File: src/rtl/core/cte_pkg.sv
`timescale 1ns / 1ps
// shared constants, codes and beat types of the card table engine
package cte_pkg;

  localparam int NUM_CARDS   = 4096;
  localparam int CARD_BYTES  = 512;
  localparam int CARD_W      = $clog2(NUM_CARDS);
  localparam int CNT_W       = $clog2(NUM_CARDS + 1);
  localparam int CARD_SHIFT  = $clog2(CARD_BYTES);
  localparam int ADDR_W      = 48;
  localparam int SIZE_W      = 22;
  localparam int THR_W       = 16;
  localparam int DCNT_W      = 16;
  localparam int STATE_W     = 2;
  localparam int CMD_W       = 3;
  localparam int STATUS_W    = 2;
  localparam int TOTAL_W     = 13;
  localparam int CFG_DATA_W  = 64;
  localparam int CFG_ADDR_W  = 5;
  localparam int REG_SEL_LSB = 3;
  localparam int REG_SEL_W   = CFG_ADDR_W - REG_SEL_LSB;

  localparam int HEAP_SIZE_RST  = 2097152;
  localparam int HOT_THR_RST    = 8;
  localparam int CARDS_RST_RAW  = (HEAP_SIZE_RST + CARD_BYTES - 1) / CARD_BYTES;
  localparam int CARD_COUNT_RST = (CARDS_RST_RAW > NUM_CARDS) ? NUM_CARDS : CARDS_RST_RAW;

  // commands
  localparam logic [CMD_W-1:0] CMD_RECORD     = 3'd0;
  localparam logic [CMD_W-1:0] CMD_MARK_YOUNG = 3'd1;
  localparam logic [CMD_W-1:0] CMD_QUERY      = 3'd2;
  localparam logic [CMD_W-1:0] CMD_CLEAR_CARD = 3'd3;
  localparam logic [CMD_W-1:0] CMD_CLEAR_ALL  = 3'd4;
  localparam logic [CMD_W-1:0] CMD_SCAN       = 3'd5;
  localparam logic [CMD_W-1:0] CMD_COUNT      = 3'd6;

  // card states
  localparam logic [STATE_W-1:0] CS_CLEAN = 2'd0;
  localparam logic [STATE_W-1:0] CS_DIRTY = 2'd1;
  localparam logic [STATE_W-1:0] CS_YOUNG = 2'd2;
  localparam logic [STATE_W-1:0] CS_HOT   = 2'd3;

  // result status
  localparam logic [STATUS_W-1:0] STATUS_DONE     = 2'd0;
  localparam logic [STATUS_W-1:0] STATUS_OUTSIDE  = 2'd1;
  localparam logic [STATUS_W-1:0] STATUS_NO_DIRTY = 2'd2;

  // register indexes
  localparam logic [REG_SEL_W-1:0] REG_HEAP_BASE   = 2'd0;
  localparam logic [REG_SEL_W-1:0] REG_HEAP_SIZE   = 2'd1;
  localparam logic [REG_SEL_W-1:0] REG_HOT_THR     = 2'd2;
  localparam logic [REG_SEL_W-1:0] REG_PROMOTE_EN  = 2'd3;

  typedef struct packed {
    logic [CMD_W-1:0]  command;
    logic [ADDR_W-1:0] address;
    logic [CARD_W-1:0] card_index;
  } in_item_t;

  typedef struct packed {
    logic [STATUS_W-1:0] status;
    logic [CARD_W-1:0]   result_card;
    logic [STATE_W-1:0]  card_state;
    logic                is_dirty;
    logic                is_hot;
    logic                promote_slot;
    logic [ADDR_W-1:0]   range_start;
    logic [ADDR_W-1:0]   range_end;
    logic [TOTAL_W-1:0]  dirty_total;
  } out_item_t;

  typedef struct packed {
    logic [ADDR_W-1:0] heap_base;
    logic [SIZE_W-1:0] heap_size;
    logic [THR_W-1:0]  hot_threshold;
    logic              promote_enable;
    logic [CNT_W-1:0]  card_count;
  } cfg_t;

  typedef struct packed {
    logic latch_in;
    logic decode;
    logic rd_card;
    logic apply;
    logic sweep_start;
    logic sweep_step;
    logic sweep_init;
    logic walk_start;
    logic walk_step;
    logic take_hit;
    logic finish_walk;
    logic range_lo;
    logic range_hi;
    logic load_out;
  } dp_cmd_t;

  typedef struct packed {
    logic [CMD_W-1:0] cmd;
    logic             in_range;
    logic             hit;
    logic             walk_done;
    logic             sweep_last;
    logic             out_free;
  } dp_stat_t;

  function automatic logic is_dirty_state(input logic [STATE_W-1:0] s);
    return (s == CS_DIRTY) || (s == CS_HOT);
  endfunction

endpackage

File: src/rtl/core/cte_regs.sv
`timescale 1ns / 1ps
// configuration register file behind the apb-style port
module cte_regs (
  input  logic                             clk,
  input  logic                             rst_n,
  input  logic                             psel,
  input  logic                             penable,
  input  logic                             pwrite,
  input  logic [cte_pkg::CFG_ADDR_W-1:0]   paddr,
  input  logic [cte_pkg::CFG_DATA_W-1:0]   pwdata,
  output logic [cte_pkg::CFG_DATA_W-1:0]   prdata,
  output logic                             pready,
  output cte_pkg::cfg_t                    cfg
);

  localparam int RAW_W = cte_pkg::SIZE_W + 1 - cte_pkg::CARD_SHIFT;

  logic [cte_pkg::ADDR_W-1:0] heap_base_r, heap_base_nxt;
  logic [cte_pkg::SIZE_W-1:0] heap_size_r, heap_size_nxt;
  logic [cte_pkg::THR_W-1:0]  hot_thr_r, hot_thr_nxt;
  logic                       promote_en_r, promote_en_nxt;
  logic [cte_pkg::CNT_W-1:0]  card_count_r, card_count_nxt;

  logic                          wr_en;
  logic [cte_pkg::REG_SEL_W-1:0] reg_sel;
  logic [cte_pkg::SIZE_W-1:0]    size_in;
  logic [cte_pkg::SIZE_W:0]      size_up;
  logic [RAW_W-1:0]              cards_raw;
  logic [cte_pkg::CNT_W-1:0]     cards_cap;

  assign pready  = 1'b1;
  assign wr_en   = psel && penable && pwrite;
  assign reg_sel = paddr[cte_pkg::CFG_ADDR_W-1:cte_pkg::REG_SEL_LSB];

  // card count is ceiling of size over card bytes, capped at the table depth
  assign size_in   = pwdata[cte_pkg::SIZE_W-1:0];
  assign size_up   = {1'b0, size_in} + (cte_pkg::SIZE_W + 1)'(cte_pkg::CARD_BYTES - 1);
  assign cards_raw = size_up[cte_pkg::SIZE_W:cte_pkg::CARD_SHIFT];
  assign cards_cap = (cards_raw > RAW_W'(cte_pkg::NUM_CARDS)) ?
                     cte_pkg::CNT_W'(cte_pkg::NUM_CARDS) : cte_pkg::CNT_W'(cards_raw);

  always_comb begin
    heap_base_nxt  = heap_base_r;
    heap_size_nxt  = heap_size_r;
    hot_thr_nxt    = hot_thr_r;
    promote_en_nxt = promote_en_r;
    card_count_nxt = card_count_r;
    if (wr_en) begin
      case (reg_sel)
        cte_pkg::REG_HEAP_BASE: heap_base_nxt = pwdata[cte_pkg::ADDR_W-1:0];
        cte_pkg::REG_HEAP_SIZE: begin
          heap_size_nxt  = size_in;
          card_count_nxt = cards_cap;
        end
        cte_pkg::REG_HOT_THR:    hot_thr_nxt    = pwdata[cte_pkg::THR_W-1:0];
        cte_pkg::REG_PROMOTE_EN: promote_en_nxt = pwdata[0];
        default: ;
      endcase
    end
  end

  always_ff @(posedge clk) begin
    if (!rst_n) begin
      heap_base_r  <= '0;
      heap_size_r  <= cte_pkg::SIZE_W'(cte_pkg::HEAP_SIZE_RST);
      hot_thr_r    <= cte_pkg::THR_W'(cte_pkg::HOT_THR_RST);
      promote_en_r <= 1'b1;
      card_count_r <= cte_pkg::CNT_W'(cte_pkg::CARD_COUNT_RST);
    end else begin
      heap_base_r  <= heap_base_nxt;
      heap_size_r  <= heap_size_nxt;
      hot_thr_r    <= hot_thr_nxt;
      promote_en_r <= promote_en_nxt;
      card_count_r <= card_count_nxt;
    end
  end

  always_comb begin
    case (reg_sel)
      cte_pkg::REG_HEAP_BASE:  prdata = cte_pkg::CFG_DATA_W'(heap_base_r);
      cte_pkg::REG_HEAP_SIZE:  prdata = cte_pkg::CFG_DATA_W'(heap_size_r);
      cte_pkg::REG_HOT_THR:    prdata = cte_pkg::CFG_DATA_W'(hot_thr_r);
      cte_pkg::REG_PROMOTE_EN: prdata = cte_pkg::CFG_DATA_W'(promote_en_r);
      default:                 prdata = '0;
    endcase
  end

  assign cfg.heap_base      = heap_base_r;
  assign cfg.heap_size      = heap_size_r;
  assign cfg.hot_threshold  = hot_thr_r;
  assign cfg.promote_enable = promote_en_r;
  assign cfg.card_count     = card_count_r;

endmodule

File: config.mk
export PLATFORM = sky130hd
export DESIGN_NAME = cte_regs
export DESIGN_NICKNAME = d
export VERILOG_FILES = /design/src/rtl/core/cte_pkg.sv /design/src/rtl/core/cte_regs.sv
export SDC_FILE = /design/constraint.sdc
export NUM_CORES = 1
export LEC_CHECK = 0
export BUFFER_PORTS_ARGS = -buffer_cell sky130_fd_sc_hd__buf_2
export CORE_ASPECT_RATIO = 2
export CORE_MARGIN = 4
export CORE_UTILIZATION = 41
export CTS_CLUSTER_DIAMETER = 50
export DETAILED_ROUTE_END_ITERATION = 6
export PLACE_DENSITY = 0.85
export SKIP_CTS_REPAIR_TIMING = 1
export SLEW_MARGIN = 20
export SYNTH_ARGS = -nofsm -noshare
export SYNTH_HDL_FRONTEND = slang
export SYNTH_SLANG_ARGS = --single-unit
export TNS_END_PERCENT = 50
File: constraint.sdc
create_clock -name clk -period 1.5 [get_ports clk]
set_input_delay 0.15 -clock clk [delete_from_list [all_inputs] [get_ports clk]]
set_output_delay 0.15 -clock clk [all_outputs]
set_load 0.05 [all_outputs]
Yosys cells after proc, flatten, opt, wreduce, memory -nomap -nowiden
Index checks and enable logic that the tools add are counted.
W data, S select, Z words.

storage, ports and cells
  word-level logic and storage cells = 19
  bits in registers = 100
  output and inout port bits = 165

cells by class
  $lt $le $gt $ge = 1
  reductions and logical operators = 7
  add/sub/neg operators = 1
  equality and inequality tests = 3
  mux-type cells = 2

operators with widths
  operator                 count
  $pmux W64 S4             1
  $add A22 B9 Y23 const B  1
  $gt A14 B13 Y1 const B   1
  $mux W13                 1
  $reduce_and A2 Y1        4
  $eq A2 B2 Y1 const B     2
  $eq A2 B1 Y1 const B     1
  $logic_and A1 B1 Y1      2
  $logic_not A2 Y1         1

Longest topological paths before layout
  depth in word-level cells = 3
  mapped depth = 8

Least setup slack after synthesis
No wires, ideal clock.

  path kind = in2out
  start point = in paddr[3] (netlist bit)
  end point = out prdata[11] (netlist bit)
  data arrival time = 1.997 ns
  stages on the path = 4
  slack = -0.647 ns
  path buffers = 2
  cell sequence = buf_2 > buf_1 > mux2i_1 > o21ai_0

on the way
  word-level cells in the longest chain between the ends = 2
  elaborated cells between the ends (all ways) = 5
  those cells by class = 3 x eq/ne; 1 x mux; 1 x reduce/logical

ends and longest elaborated chain
  item                                        line            source
  start: declaration                          cte_regs.sv:9   input logic [cte_pkg::CFG_ADDR_W-1:0] paddr,
  $eq A2 B2 Y1, or another cell as far along  cte_regs.sv:79  case (reg_sel)
  $pmux W64 S4 (*)                            cte_regs.sv:79
  end: declaration                            cte_regs.sv:11  output logic [cte_pkg::CFG_DATA_W-1:0] prdata,

Every way passes the cells marked *; elsewhere a longest branch is shown, timed or not. The select of a mux whose other input is x is not followed.

Final worst setup path
  start point = reg promote_en_r
  end point = out prdata[0] (netlist bit)

on the way
  word-level cells in the longest chain between the ends = 1

ends and longest elaborated chain
  item                      line            source
  start: declaration        cte_regs.sv:21  logic promote_en_r, promote_en_nxt;
  start signal: assignment  cte_regs.sv:73  promote_en_r <= promote_en_nxt;
  $pmux W64 S4              cte_regs.sv:79

No other way between the ends. The select of a mux whose other input is x is not followed.

==> reports/metrics.cfg <==
[run_status]
status=completed

[route]
drt_wl_total_um=16200
via_per_inst=5.26
via_count=5142
drtAntennaViolNets=0
met2_length_um=8760
top_layer_used=met4
wire_per_inst_um=16.6
dr.first_iter.drc_count=219
routedLengthMet1_um=5300
first_pass_iters=5
wl_met3_um=1190
drc=0

[worst_hold_path]
hold_depth=3
min_path_type=input pin to flop

[setup_path]
crit_type=flop to output pin
reg2reg_depth=4
arrival_ns=1.34
crit_path_end_kind=output pin
start_kind=flop
crit_fanout=3
critPathRequiredTime_ns=1.35

[global_routing]
gr-total-overflow=0
grt_first_pass_wirelength_um=25000
grt.total_usage=0.234
grt_max_degree=56
grt_pass1_vias=5107
antenna_found_initial=0

[run]
maxCapViolations=0

[timing]
hold_viol_final=0
fin_crit_sh=0.990
rsz0062_at_grt=true
fin_skew_ns=0
period_needed_ns=1.49
finalMaxSlewViolations=0
max_freq_mhz=673
setup_viol=0

[clock_tree]
clock_sinks=100
clkTransAtPathRegs_ns=0.07
cts_tree=built
clk_path_buf_depth=2
cts_buffers=9
clock_latency_ns=0.34
root_buffer=clkbuf_16
htreeDepth=3

[synth]
synthCells=606
synth_edf_count=0
postSynthAreaPerCell_sq_um=7.61
postSynth.asyncResetShare=0
synth_most_common_cell=nand2_1
yosysTopAreaCell=dfxtp_1
yosys_register_bits=100
yosysSeqAreaShare=0.434
netlist_area_sq_mm=0.00461
yosysWarningCount=0
ys_types=45
synth_top_cell_area_share=0.434
synthFlopType=dfxtp_1
synthTopCellsByCount=nand2_1 (196), dfxtp_1 (100), a21oi_1 (87), and2_1 (27), clkbuf_1 (27)
synthTopCellsByArea=dfxtp_1 (43%), nand2_1 (16%), a21oi_1 (9.4%)

[finish]
fillCellCount=986
final_area_sq_mm=0.00654
num_antenna_cells=0
final_core_util=0.598
final_net_count=907
multi_input_area_sq_mm=0.00240
drive_gt1_frac=0.370
area_growth_pct=41.9
seq_area_sq_mm=0.00200

[floorplanning]
die_width_um=83.0
core_sq_mm=0.0109
die_h_um=158
io_pins=239
initial_core_util=0.421
rows=54
die_area_sq_mm=0.0131

[power]
power_density_mw_per_mm2=898
pwr-share-comb=0.139
p_leak_uw=0.00297
p_sw_uw=1630
clkPwrFrac=0.399
switching_share=0.278
power_frac_seq=0.461
power.internal_uw=4250
peakVddDrop_mv=0.602

[placement]
hpwl_um=12500
placed_area_sq_mm=0.00616
portBuffers=202
place.gp.congestion=0.876

final cells by class:
type                            instances  share of cell area
Clock inverter                          6              0.0109
Tap cell                              140              0.0268
Clock buffer                           10              0.0350
Inverter                                4             0.00229
Sequential cell                       100               0.306
Multi-Input combinational cell        453               0.366
Timing Repair Buffer                  265               0.253
placed cells by master, fill, tap and decap left out, types with 4 or more instances in the layout:
| cell type | instances |
|---|---|
| nand2_1 | 196 |
| buf_2 | 172 |
| dfxtp_1 | 100 |
| a21oi_1 | 87 |
| buf_4 | 56 |
| clkbuf_4 | 28 |
| and2_1 | 27 |
| mux2i_1 | 21 |
| conb_1 | 17 |
| o21ai_2 | 11 |
| nand4_1 | 9 |
| nand3_1 | 9 |
| clkbuf_16 | 9 |
| nor2_1 | 7 |
| nor2_2 | 7 |
| buf_12 | 7 |
| o21ai_0 | 6 |
| a22o_1 | 6 |
| o211ai_1 | 5 |
| or3_1 | 4 |
critical path: stages, from the launching register on:
cell,delay [ns]
dfxtp_1,0.34
mux4_2,0.48
buf_6,0.17
cell families after synthesis:
kind of cell | synth area share
AO/OA/AOI/OAI | 0.163
XOR/XNOR | 0.00570
buffers and inverters | 0.0760
flip-flops | 0.434
multiplexers | 0.0505
other | 0.00163
AND/OR/NAND/NOR | 0.269
final timing paths:
check	end	slack [ns]	startpoint
setup reg to reg	card_count_r[5]$_SDFFE_PN0P_	0.64	card_count_r[5]$_SDFFE_PN0P_
hold reg to reg	card_count_r[10]$_SDFFE_PN0P_	0.46	card_count_r[10]$_SDFFE_PN0P_
setup / recovery	prdata[0]	0.01	promote_en_r$_SDFFE_PN1P_
hold / removal	heap_base_r[35]$_SDFFE_PN0P_	0.03	pwdata[35]
per-layer routing:
metal  up-vias  track usage
met4         0        0.157
li1       2457            -
met3        73       0.0516
met5         -            0
met2       284        0.443
met1      2328        0.224
flip-flops by register name, summed over array words and instances, names as in the netlist:
signal and cells:
promote_en_r 1, heap_base_r 48, card_count_r 13, hot_thr_r 16, heap_size_r 22
power by group through the flow:
stage | clock network, uW | logic, uW | registers (uW)
floorplan | 0 | 410 | 2880
global placement | 0 | 794 | 2770
detailed placement | 0 | 804 | 2770
CTS | 2390 | 807 | 2710
global route | 2480 | 864 | 2710
finish | 2350 | 818 | 2710
metrics by stage:
stage               worst slack (ns)  power (uW)  std cells  hold slack, ns  TNS [ns]
finish                        0.0146        5880        978          0.0331         0
global route                 -0.0186        6060        978          0.0344   -0.0256
CTS                          -0.0407        5910        978          0.0240   -0.0407
floorplan                     -0.151        3290        621           0.222    -0.544
global placement             -0.0311        3570        962           0.390    -0.222
detailed placement           -0.0780        3580        962           0.396    -0.703
Note: power is estimated with default switching activity, not from simulation.
