===== config.mk =====
export PLATFORM = sky130hd
export DESIGN_NAME = cte_ctrl
export DESIGN_NICKNAME = d
export VERILOG_FILES = /design/src/rtl/core/cte_pkg.sv /design/src/rtl/core/cte_ctrl.sv
export SDC_FILE = /design/constraint.sdc
export NUM_CORES = 1
export LEC_CHECK = 0
export BUFFER_PORTS_ARGS = -buffer_cell sky130_fd_sc_hd__buf_2
export CORE_AREA = 2 2 39 41
export CTS_CLUSTER_DIAMETER = 150
export DETAILED_ROUTE_END_ITERATION = 7
export DIE_AREA = 0 0 41 43
export GPL_ROUTABILITY_DRIVEN = 0
export REMOVE_ABC_BUFFERS = 1
export SLEW_MARGIN = 20
export SYNTH_ARGS = -nofsm -noshare
export SYNTH_HDL_FRONTEND = slang
export SYNTH_SLANG_ARGS = --single-unit

===== constraint.sdc =====
create_clock -name clk -period 3.4 [get_ports clk]
set_input_delay 0.17 -clock clk [delete_from_list [all_inputs] [get_ports clk]]
set_output_delay 0.17 -clock clk [all_outputs]
set_load 0.01 [all_outputs]

===== src/rtl/core/cte_pkg.sv =====
`timescale 1ns / 1ps
// shared constants, codes and beat types of the card table engine
package cte_pkg;

  localparam int NUM_CARDS   = 4096;
  localparam int CARD_BYTES  = 512;
  localparam int CARD_W      = $clog2(NUM_CARDS);
  localparam int CNT_W       = $clog2(NUM_CARDS + 1);
  localparam int CARD_SHIFT  = $clog2(CARD_BYTES);
  localparam int ADDR_W      = 48;
  localparam int SIZE_W      = 22;
  localparam int THR_W       = 16;
  localparam int DCNT_W      = 16;
  localparam int STATE_W     = 2;
  localparam int CMD_W       = 3;
  localparam int STATUS_W    = 2;
  localparam int TOTAL_W     = 13;
  localparam int CFG_DATA_W  = 64;
  localparam int CFG_ADDR_W  = 5;
  localparam int REG_SEL_LSB = 3;
  localparam int REG_SEL_W   = CFG_ADDR_W - REG_SEL_LSB;

  localparam int HEAP_SIZE_RST  = 2097152;
  localparam int HOT_THR_RST    = 8;
  localparam int CARDS_RST_RAW  = (HEAP_SIZE_RST + CARD_BYTES - 1) / CARD_BYTES;
  localparam int CARD_COUNT_RST = (CARDS_RST_RAW > NUM_CARDS) ? NUM_CARDS : CARDS_RST_RAW;

  // commands
  localparam logic [CMD_W-1:0] CMD_RECORD     = 3'd0;
  localparam logic [CMD_W-1:0] CMD_MARK_YOUNG = 3'd1;
  localparam logic [CMD_W-1:0] CMD_QUERY      = 3'd2;
  localparam logic [CMD_W-1:0] CMD_CLEAR_CARD = 3'd3;
  localparam logic [CMD_W-1:0] CMD_CLEAR_ALL  = 3'd4;
  localparam logic [CMD_W-1:0] CMD_SCAN       = 3'd5;
  localparam logic [CMD_W-1:0] CMD_COUNT      = 3'd6;

  // card states
  localparam logic [STATE_W-1:0] CS_CLEAN = 2'd0;
  localparam logic [STATE_W-1:0] CS_DIRTY = 2'd1;
  localparam logic [STATE_W-1:0] CS_YOUNG = 2'd2;
  localparam logic [STATE_W-1:0] CS_HOT   = 2'd3;

  // result status
  localparam logic [STATUS_W-1:0] STATUS_DONE     = 2'd0;
  localparam logic [STATUS_W-1:0] STATUS_OUTSIDE  = 2'd1;
  localparam logic [STATUS_W-1:0] STATUS_NO_DIRTY = 2'd2;

  // register indexes
  localparam logic [REG_SEL_W-1:0] REG_HEAP_BASE   = 2'd0;
  localparam logic [REG_SEL_W-1:0] REG_HEAP_SIZE   = 2'd1;
  localparam logic [REG_SEL_W-1:0] REG_HOT_THR     = 2'd2;
  localparam logic [REG_SEL_W-1:0] REG_PROMOTE_EN  = 2'd3;

  typedef struct packed {
    logic [CMD_W-1:0]  command;
    logic [ADDR_W-1:0] address;
    logic [CARD_W-1:0] card_index;
  } in_item_t;

  typedef struct packed {
    logic [STATUS_W-1:0] status;
    logic [CARD_W-1:0]   result_card;
    logic [STATE_W-1:0]  card_state;
    logic                is_dirty;
    logic                is_hot;
    logic                promote_slot;
    logic [ADDR_W-1:0]   range_start;
    logic [ADDR_W-1:0]   range_end;
    logic [TOTAL_W-1:0]  dirty_total;
  } out_item_t;

  typedef struct packed {
    logic [ADDR_W-1:0] heap_base;
    logic [SIZE_W-1:0] heap_size;
    logic [THR_W-1:0]  hot_threshold;
    logic              promote_enable;
    logic [CNT_W-1:0]  card_count;
  } cfg_t;

  typedef struct packed {
    logic latch_in;
    logic decode;
    logic rd_card;
    logic apply;
    logic sweep_start;
    logic sweep_step;
    logic sweep_init;
    logic walk_start;
    logic walk_step;
    logic take_hit;
    logic finish_walk;
    logic range_lo;
    logic range_hi;
    logic load_out;
  } dp_cmd_t;

  typedef struct packed {
    logic [CMD_W-1:0] cmd;
    logic             in_range;
    logic             hit;
    logic             walk_done;
    logic             sweep_last;
    logic             out_free;
  } dp_stat_t;

  function automatic logic is_dirty_state(input logic [STATE_W-1:0] s);
    return (s == CS_DIRTY) || (s == CS_HOT);
  endfunction

endpackage


===== src/rtl/core/cte_ctrl.sv =====
`timescale 1ns / 1ps
// command sequencer of the card table engine
module cte_ctrl (
  input  logic              clk,
  input  logic              rst_n,
  input  logic              in_valid,
  output logic              in_ready,
  input  cte_pkg::dp_stat_t stat,
  output cte_pkg::dp_cmd_t  dp
);

  typedef enum logic [3:0] {
    S_INIT,
    S_IDLE,
    S_DECODE,
    S_READ,
    S_APPLY,
    S_SWEEP,
    S_WALK,
    S_RANGE_LO,
    S_RANGE_HI,
    S_RESP
  } state_t;

  state_t state_r, state_nxt;

  always_comb begin
    state_nxt = state_r;
    dp        = '0;
    in_ready  = 1'b0;
    case (state_r)
      S_INIT: begin
        // clearing pass over both card memories after reset
        dp.sweep_step = 1'b1;
        dp.sweep_init = 1'b1;
        if (stat.sweep_last) begin
          state_nxt = S_IDLE;
        end
      end
      S_IDLE: begin
        in_ready = 1'b1;
        if (in_valid) begin
          dp.latch_in = 1'b1;
          state_nxt   = S_DECODE;
        end
      end
      S_DECODE: begin
        dp.decode = 1'b1;
        case (stat.cmd)
          cte_pkg::CMD_RECORD, cte_pkg::CMD_MARK_YOUNG,
          cte_pkg::CMD_QUERY, cte_pkg::CMD_CLEAR_CARD: state_nxt = S_READ;
          cte_pkg::CMD_CLEAR_ALL: begin
            dp.sweep_start = 1'b1;
            state_nxt      = S_SWEEP;
          end
          cte_pkg::CMD_SCAN, cte_pkg::CMD_COUNT: begin
            dp.walk_start = 1'b1;
            state_nxt     = S_WALK;
          end
          default: state_nxt = S_RESP;
        endcase
      end
      S_READ: begin
        if (stat.in_range) begin
          dp.rd_card = 1'b1;
          state_nxt  = S_APPLY;
        end else begin
          state_nxt = S_RESP;
        end
      end
      S_APPLY: begin
        dp.apply  = 1'b1;
        state_nxt = S_RESP;
      end
      S_SWEEP: begin
        dp.sweep_step = 1'b1;
        if (stat.sweep_last) begin
          state_nxt = S_RESP;
        end
      end
      S_WALK: begin
        if ((stat.cmd == cte_pkg::CMD_SCAN) && stat.hit) begin
          dp.take_hit = 1'b1;
          state_nxt   = S_RANGE_LO;
        end else if (stat.walk_done) begin
          dp.finish_walk = 1'b1;
          state_nxt      = S_RESP;
        end else begin
          dp.walk_step = 1'b1;
        end
      end
      S_RANGE_LO: begin
        dp.range_lo = 1'b1;
        state_nxt   = S_RANGE_HI;
      end
      S_RANGE_HI: begin
        dp.range_hi = 1'b1;
        state_nxt   = S_RESP;
      end
      S_RESP: begin
        if (stat.out_free) begin
          dp.load_out = 1'b1;
          state_nxt   = S_IDLE;
        end
      end
      default: state_nxt = S_IDLE;
    endcase
  end

  always_ff @(posedge clk) begin
    if (!rst_n) begin
      state_r <= S_INIT;
    end else begin
      state_r <= state_nxt;
    end
  end

endmodule


# Word-level counts from Yosys, hierarchy flattened
# Index checks and enable logic that the tools add are counted.
# Widths: inputs -> output; s select.
[op_classes]
add_sub_neg = 0
multipliers = 0
n_div = 0
order_cmp = 0
n_eq_ne = 20
shift = 0
muxes = 32
bitwise_logic = 0
n_reduce_logical = 8
[ops]
columns = ["cell", "count"]
rows = [
  ["$pmux 4 s9", 1],
  ["$mux 4", 7],
  ["$mux 1", 22],
  ["$eq 4x3->1 const B", 4],
  ["$pmux 4 s3", 1],
  ["$eq 3x3->1 const B", 3],
  ["$eq 4x2->1 const B", 2],
  ["$eq 4x4->1 const B", 2],
  ["$ne 2x2->1 const B", 4],
  ["$eq 3x2->1 const B", 2],
  ["$reduce_or 2->1", 3],
  ["$reduce_and 5->1", 1],
  ["$eq 4x1->1 const B", 1],
  ["$logic_not 4->1", 1],
  ["$reduce_or 4->1", 1],
  ["$eq 3x1->1 const B", 1],
  ["$logic_not 3->1", 1],
  ["$mux 3", 1],
  ["$ne 3x3->1 const B", 1],
  ["$logic_and 1x1->1", 1],
]
[word_totals]
register_bits = 4
latchBits = 0
mem_bits_rw = 0
mem_bits_ro = 0
input_bits = 11
out_inout_bits = 15
elab_cells = 61
n_memories = 0

# Longest topological paths before layout
# Gate-level depths: netlist of run 1.
[depth]
word_depth = 4
depth_mapped = 5
depth_no_buf = 5

# Worst setup path before layout of run 1
# Ideal clock, no wire load.
[synth_timing]
path_kind = "register to register"
from = "reg state_r[1]"
to = "reg state_r[0]"
setup_ns = 0.120
arrival_ns = 1.369
path_slack_ns = 1.911
path_stages_with_launch = 6
path_buffers = 0
synth_period_minus_slack_ns = 1.489
cell_sequence = "dfxtp_1 nand2b_1 nor3_1 o21bai_1 inv_1 o31a_1"
[synth_between]
elab_chain_cells = 3
word_cells_on_any_way = 18
classes_between = "eq/ne (14); mux (1); reduce/logical (3)"
[synth_rtl]
columns = ["item", "line_no", "rtl"]
rows = [
  ["start, declared", "cte_ctrl.sv:25", "state_t state_r, state_nxt;"],
  ["start signal, assigned", "cte_ctrl.sv:114", "state_r <= state_nxt;"],
  ["$eq 4x4->1 (tied with other cells)", "cte_ctrl.sv:31", "case (state_r)"],
  ["$reduce_or 2->1 (no line) (tied with other cells)", "-", ""],
  ["$pmux 4 s9 / $reduce_and 5->1 (equally long branches)", "-", ""],
]
# Parallel ways exist; a longest one is shown, timed or not.
# A chain may end at the register's enable or synchronous reset.

==> impl_metrics.ini, run 1 <==
[status]
status = finished clean

[routing]
dr.pass1.iters = 4
via_per_inst = 5.210
antenna_left = 0
num_vias = 547
drc = 0
wirelength_mm = 1.272
drt-initial-drc-count = 6
wl_per_cell_um = 12.11

[placed_design]
placedCellCount = 102
io_buffers = 25
dpl_cell_area_um2 = 586.8
hpwlAfterDp_mm = 1.072

[sta]
fmax_mhz = 613.7
slew_headroom_pct = 78.29
fin_hold_ws_ns = 0.1912
finalCriticalPeriod_ns = 1.629
setup_viol = 0
rsz0062_at_grt = false
clock_skew_ns = 0.004242
drv_slew = 0
max_slew.worst_pin.slew_ns = 0.3252
finalHoldViolCount = 0
tns_ns = 0
period_share_pct = 47.92

[logic_synthesis]
ys_seq_area_share_pct = 18.13
synth_cell_types = 32
synth-warning-count = 0
syn_area_per_cell_um2 = 7.241
synthCells = 61
synth-edff-count = 0
synth_area_um2 = 441.7
synth-main-ff-cell = dfxtp_1
synthArstFlopShare_pct = 0
ys_seq_elements = 4

[flow_run]
cap_violations = 0

[clocking]
cts.path.max_buffers = 2
hold_buffers = 0
clk_latency_ns = 0.24
cts-root-buf = clkbuf_4
cts_sinks = 4
cts_tree = yes
postCtsSetupRepairBufs = 0
cts_resized = 0
clk_pin_slew_ns = 0.04
htreeDepth = 1
cts_buffers = 3

[layout]
area_growth_pct = 37.96
stdcell_area_um2 = 609.3
largest_reg_flops = 4
top_register = state_r
seq_area_um2 = 80.08
post_route_cells_drive_above_1_share_pct = 44.94
nFillCells = 151
insertedDiodeCount = 0
reg_top3 = state_r x4
nets = 102
fin_util_pct = 44.03
multi_input_area_um2 = 342.8
final_cells = 105

[setup_path]
slowest_stage = dfxtp_1
worstSetupPathType = reg2out
cp-end-kind = output pin
slowest_delay_ns = 0.50
worstPathArrival_ns = 1.46
path_cells = and2b_2, nand2_1, nor2_1, buf_2
reg2reg_slack_ns = 1.84
path_buf_inv = 1
r2r_start = state_r[2]
cp-start-kind = flip-flop
cpLargestDelayFamily = simple AND/OR/NAND/NOR gates
startpoint = state_r[2]
r2r-end = state_r[3]
cp_max_fo = 9
r2r_cells = 5
required_ns = 3.23

[floorplanning]
start_util_pct = 31.92
ios = 26
die_area_um2 = 1763
std_cell_rows = 14
coreArea_um2 = 1384
die_h_um = 43
chipWidth_um = 41

[hold_path]
hold_depth = 2
min_to = state_r[1]
holdCritStartpoint = rst_n
min_path_type = in2reg

[grt]
grt_pass1_vias = 505
grt_pass1_wl_mm = 2.028
antenna_found_initial = 0
overflow = 0
grt_max_degree = 10
grt.total_usage_pct = 16.88

[power]
leakage_nw = 0.3090
powerDensity_nw_per_um2 = 255.8
vdd.ir_drop.worst_uv = 123.5
==> per-stage QoR <==
step	power (mW)	setup slack [ns]
floorplan	0.07698	1.911
global placement	0.09525	1.861
detailed placement	0.09566	1.857
CTS	0.1558	1.783
global route	0.1634	1.652
finish	0.1559	1.771
==> worst reg2reg max path, delay by kind of cell, from the launching register on <==
| family | cells | cell delay (ns) |
|---|---|---|
| flip-flops | 1 | 0.50 |
| AO/OA/AOI/OAI | 3 | 0.65 |
| AND/OR/NAND/NOR | 2 | 0.28 |
==> cells in the final DEF (no fill, tap or decap), types with 2 or more instances in the layout <==
cell type	synthesis	routed
buf_2	0	25
nor2_1	8	8
nor3_1	5	5
nand2_1	5	5
inv_1	5	5
o21ai_0	4	4
dfxtp_1	4	4
and3_2	3	3
clkbuf_4	0	3
a21oi_1	2	2
nor2b_1	2	2
==> power breakdown <==
part / leakage [nW] / internal [mW] / switching (mW)
clock network: 0.0138 / 0.0396 / 0.0213
logic: 0.263 / 0.0200 / 0.0234
registers: 0.0325 / 0.0489 / 0.00267
total: 0.309 / 0.108 / 0.0474
==> worst max-delay path by stage <==
| stage | slack (ns) | depth (start not counted) | to |
|---|---|---|---|
| 6_report | 1.77 | 4 | dp[4] |
| 2_1_floorplan | 1.91 | 5 | state_r[0] |
| 3_3_place_gp | 1.86 | 5 | state_r[3] |
| 3_5_place_dp | 1.86 | 5 | state_r[3] |
| 5_1_grt | 1.65 | 4 | dp[4] |
| 4_1_cts | 1.78 | 4 | dp[4] |
==> cell type report <==
type / instances / share of cell area, %
multi-input cells: 52 / 56.26
repair buffers: 25 / 20.53
clock buffers: 3 / 3.696
well taps: 16 / 3.285
inverters: 5 / 3.080
flip-flops and latches: 4 / 13.14
==> synth_stat cells, drive strengths merged, types with 2 or more instances <==
library cell  instances  share of area [%]
dfxtp                 4                 18
o31a                  2                4.2
o21ai                 4                4.5
nor3                  5                5.7
or2b                  2                3.7
nand3                 2                5.1
and2b                 2                4.2
nor2                  9                9.3
inv                   5                4.2
and3                  3                5.1
a21oi                 2                2.3
nand2                 5                4.2
nor2b                 3                4.8
==> routing by layer <==
metal  track usage, %  share of wire (%)  wire, µm
met2            28.13                 49       619
met3            1.571                5.6        71
met4            10.00                1.8        23
met5                0                  0         0
met1            19.35                 44       558
==> cells by family after synthesis <==
logic type	synth area share (%)
AOI/OAI and AO/OA	25.78
xor gates and xnor gates	1.983
buffers and inverters	4.250
DFF	18.13
and+or+nand+nor	49.86
No activity file was read; power rests on OpenSTA's default activity.
==> run 2, diff against run 1 <==
PLACE_DENSITY = 0.66   (was unset)
clock period = 1.4 ns   (was 3.4 ns; I/O delays follow)
==> impl_metrics.ini, run 2 (synthesized netlist as in run 1, its figures left out) <==
[grt]
overflow = 0
use_met3_pct = 2.094
use_met2_pct = 29.38
grt_pass1_vias = 552
grt_use_met1_pct = 20.45
grt_max_degree = 9
antenna_found_initial = 0
grt.total_usage_pct = 17.43
grt_pass1_wl_mm = 2.152
grt.busiest_layer = met2

[clocking]
cts_tree = yes
htreeDepth = 1
clk_latency_ns = 0.24
cts_sinks = 4
cts-root-buf = clkbuf_4
cts_buffers = 3
cts.path.max_buffers = 2
clk_pin_slew_ns = 0.04

[floorplanning]
coreArea_um2 = 1384
ios = 26
chipWidth_um = 41
die_h_um = 43
std_cell_rows = 14
die_area_um2 = 1763
start_util_pct = 31.92

[routing]
wl_per_cell_um = 12.62
antenna_left = 0
drc = 0
via_per_inst = 5.228
num_vias = 596
drt-initial-drc-count = 12
wirelength_mm = 1.439
dr.pass1.iters = 4

[sta]
drv_slew = 0
setup_ws_ns = -0.03739
finalHoldViolCount = 0
rsz0062_at_grt = true
tns_ns = -0.05003
slew_headroom_pct = 81.10
clock_skew_ns = 0.004964
max_slew.worst_pin.slew_ns = 0.2813
fin_hold_ws_ns = 0.1001
setup_viol = 2
fmax_mhz = 695.7
finalCriticalPeriod_ns = 1.437
period_share_pct = 102.7

[setup_path]
r2r_cells = 5
worstSetupPathType = reg2reg
slowest_delay_ns = 0.35
path_cells = or2b_1, a221oi_2, o21bai_1, nor2b_1, o221a_1
cp-start-kind = flip-flop
worstPathArrival_ns = 1.56
path_buf_inv = 0
slowest_stage = dfxtp_4
reg2reg_slack_ns = -0.04
cp-end-kind = flip-flop
cpLargestDelayFamily = compound AO/OA/AOI/OAI gates
r2r-end = state_r[3]
r2r_start = state_r[0]
cp_max_fo = 6
required_ns = 1.53

[layout]
nFillCells = 143
insertedDiodeCount = 0
final_common_cell = buf_2
seq_area_um2 = 86.33
final_cell_mix = buf_2, buf_4, nor2_1
nets = 111
area_growth_pct = 57.51
largest_reg_flops = 4
post_route_cells_drive_above_1_share_pct = 57.14
multi_input_area_um2 = 355.3
reg_top3 = state_r x4
stdcell_area_um2 = 695.7
fin_util_pct = 50.27
top_register = state_r

[power]
vdd.ir_drop.worst_uv = 517.6
powerDensity_nw_per_um2 = 561.2
leakage_nw = 0.3567

[status]
violations = negative setup slack
status = complete, but fails checks

[placed_design]
hpwlAfterDp_mm = 1.062
dpl_cell_area_um2 = 646.9
io_buffers = 25

[hold_path]
holdCritStartpoint = rst_n
hold_depth = 2
min_to = state_r[1]
min_path_type = in2reg

[flow_run]
cap_violations = 0
==> run 2: cell count changes in the layout (fill, tap and decap cells not counted), moves of 2 or more <==
| cell | delta |
|---|---|
| buf_4 | +9 |
| dfxtp_1 | -3 |
| dfxtp_2 | +2 |
| nor2_1 | -2 |
| nor2_2 | +2 |
==> run 2: through the flow <==
| stage | instances | total power, mW | worst slack (ns) |
|---|---|---|---|
| 2_1_floorplan | 61 | 0.1869 | -0.08875 |
| 3_3_place_gp | 110 | 0.2399 | -0.04265 |
| 3_5_place_dp | 110 | 0.2412 | -0.05766 |
| 4_1_cts | 113 | 0.3883 | -0.01435 |
| 5_1_grt | 114 | 0.4148 | -0.1158 |
| 6_report | 114 | 0.3904 | -0.03739 |
==> run 2: power breakdown <==
group / switching (mW) / total [mW] / internal [mW]
Combinational: 0.0629 / 0.120 / 0.0575
Sequential: 0.00528 / 0.124 / 0.119
Clock: 0.0495 / 0.146 / 0.0961
Total: 0.118 / 0.390 / 0.273
==> run 2: area by class of cell <==
type                    instances  area share [%]
multi-input cells              52           51.08
repair buffers                 34           27.70
flip-flops and latches          4           12.41
clock buffers                   3           3.237
well taps                      16           2.878
inverters                       5           2.698
==> run 2: worst max-delay path by stage <==
stage / startpoint / endpoint / slack [ns] / cells after the start
floorplan: state_r[1] / state_r[0] / -0.09 / 5
global placement: state_r[1] / state_r[0] / -0.04 / 6
detailed placement: state_r[0] / state_r[3] / -0.06 / 5
CTS: state_r[0] / state_r[3] / -0.01 / 5
global route: state_r[3] / state_r[3] / -0.12 / 5
finish: state_r[0] / state_r[3] / -0.04 / 5
==> run 2: timing repair <==
item,4_1_cts,5_1_grt
buffers inserted,0,1
hold buffers,0,0
gates resized for setup,3,6
pin swaps,0,1
setup endpoints to repair,6,6
cloned,0,0
==> run 2: metal layers <==
metal | vias up | wire [µm]
met2 | 29 | 724
met4 | 0 | 26
li1 | 291 | -
met1 | 272 | 599
met5 | - | 0
met3 | 4 | 88
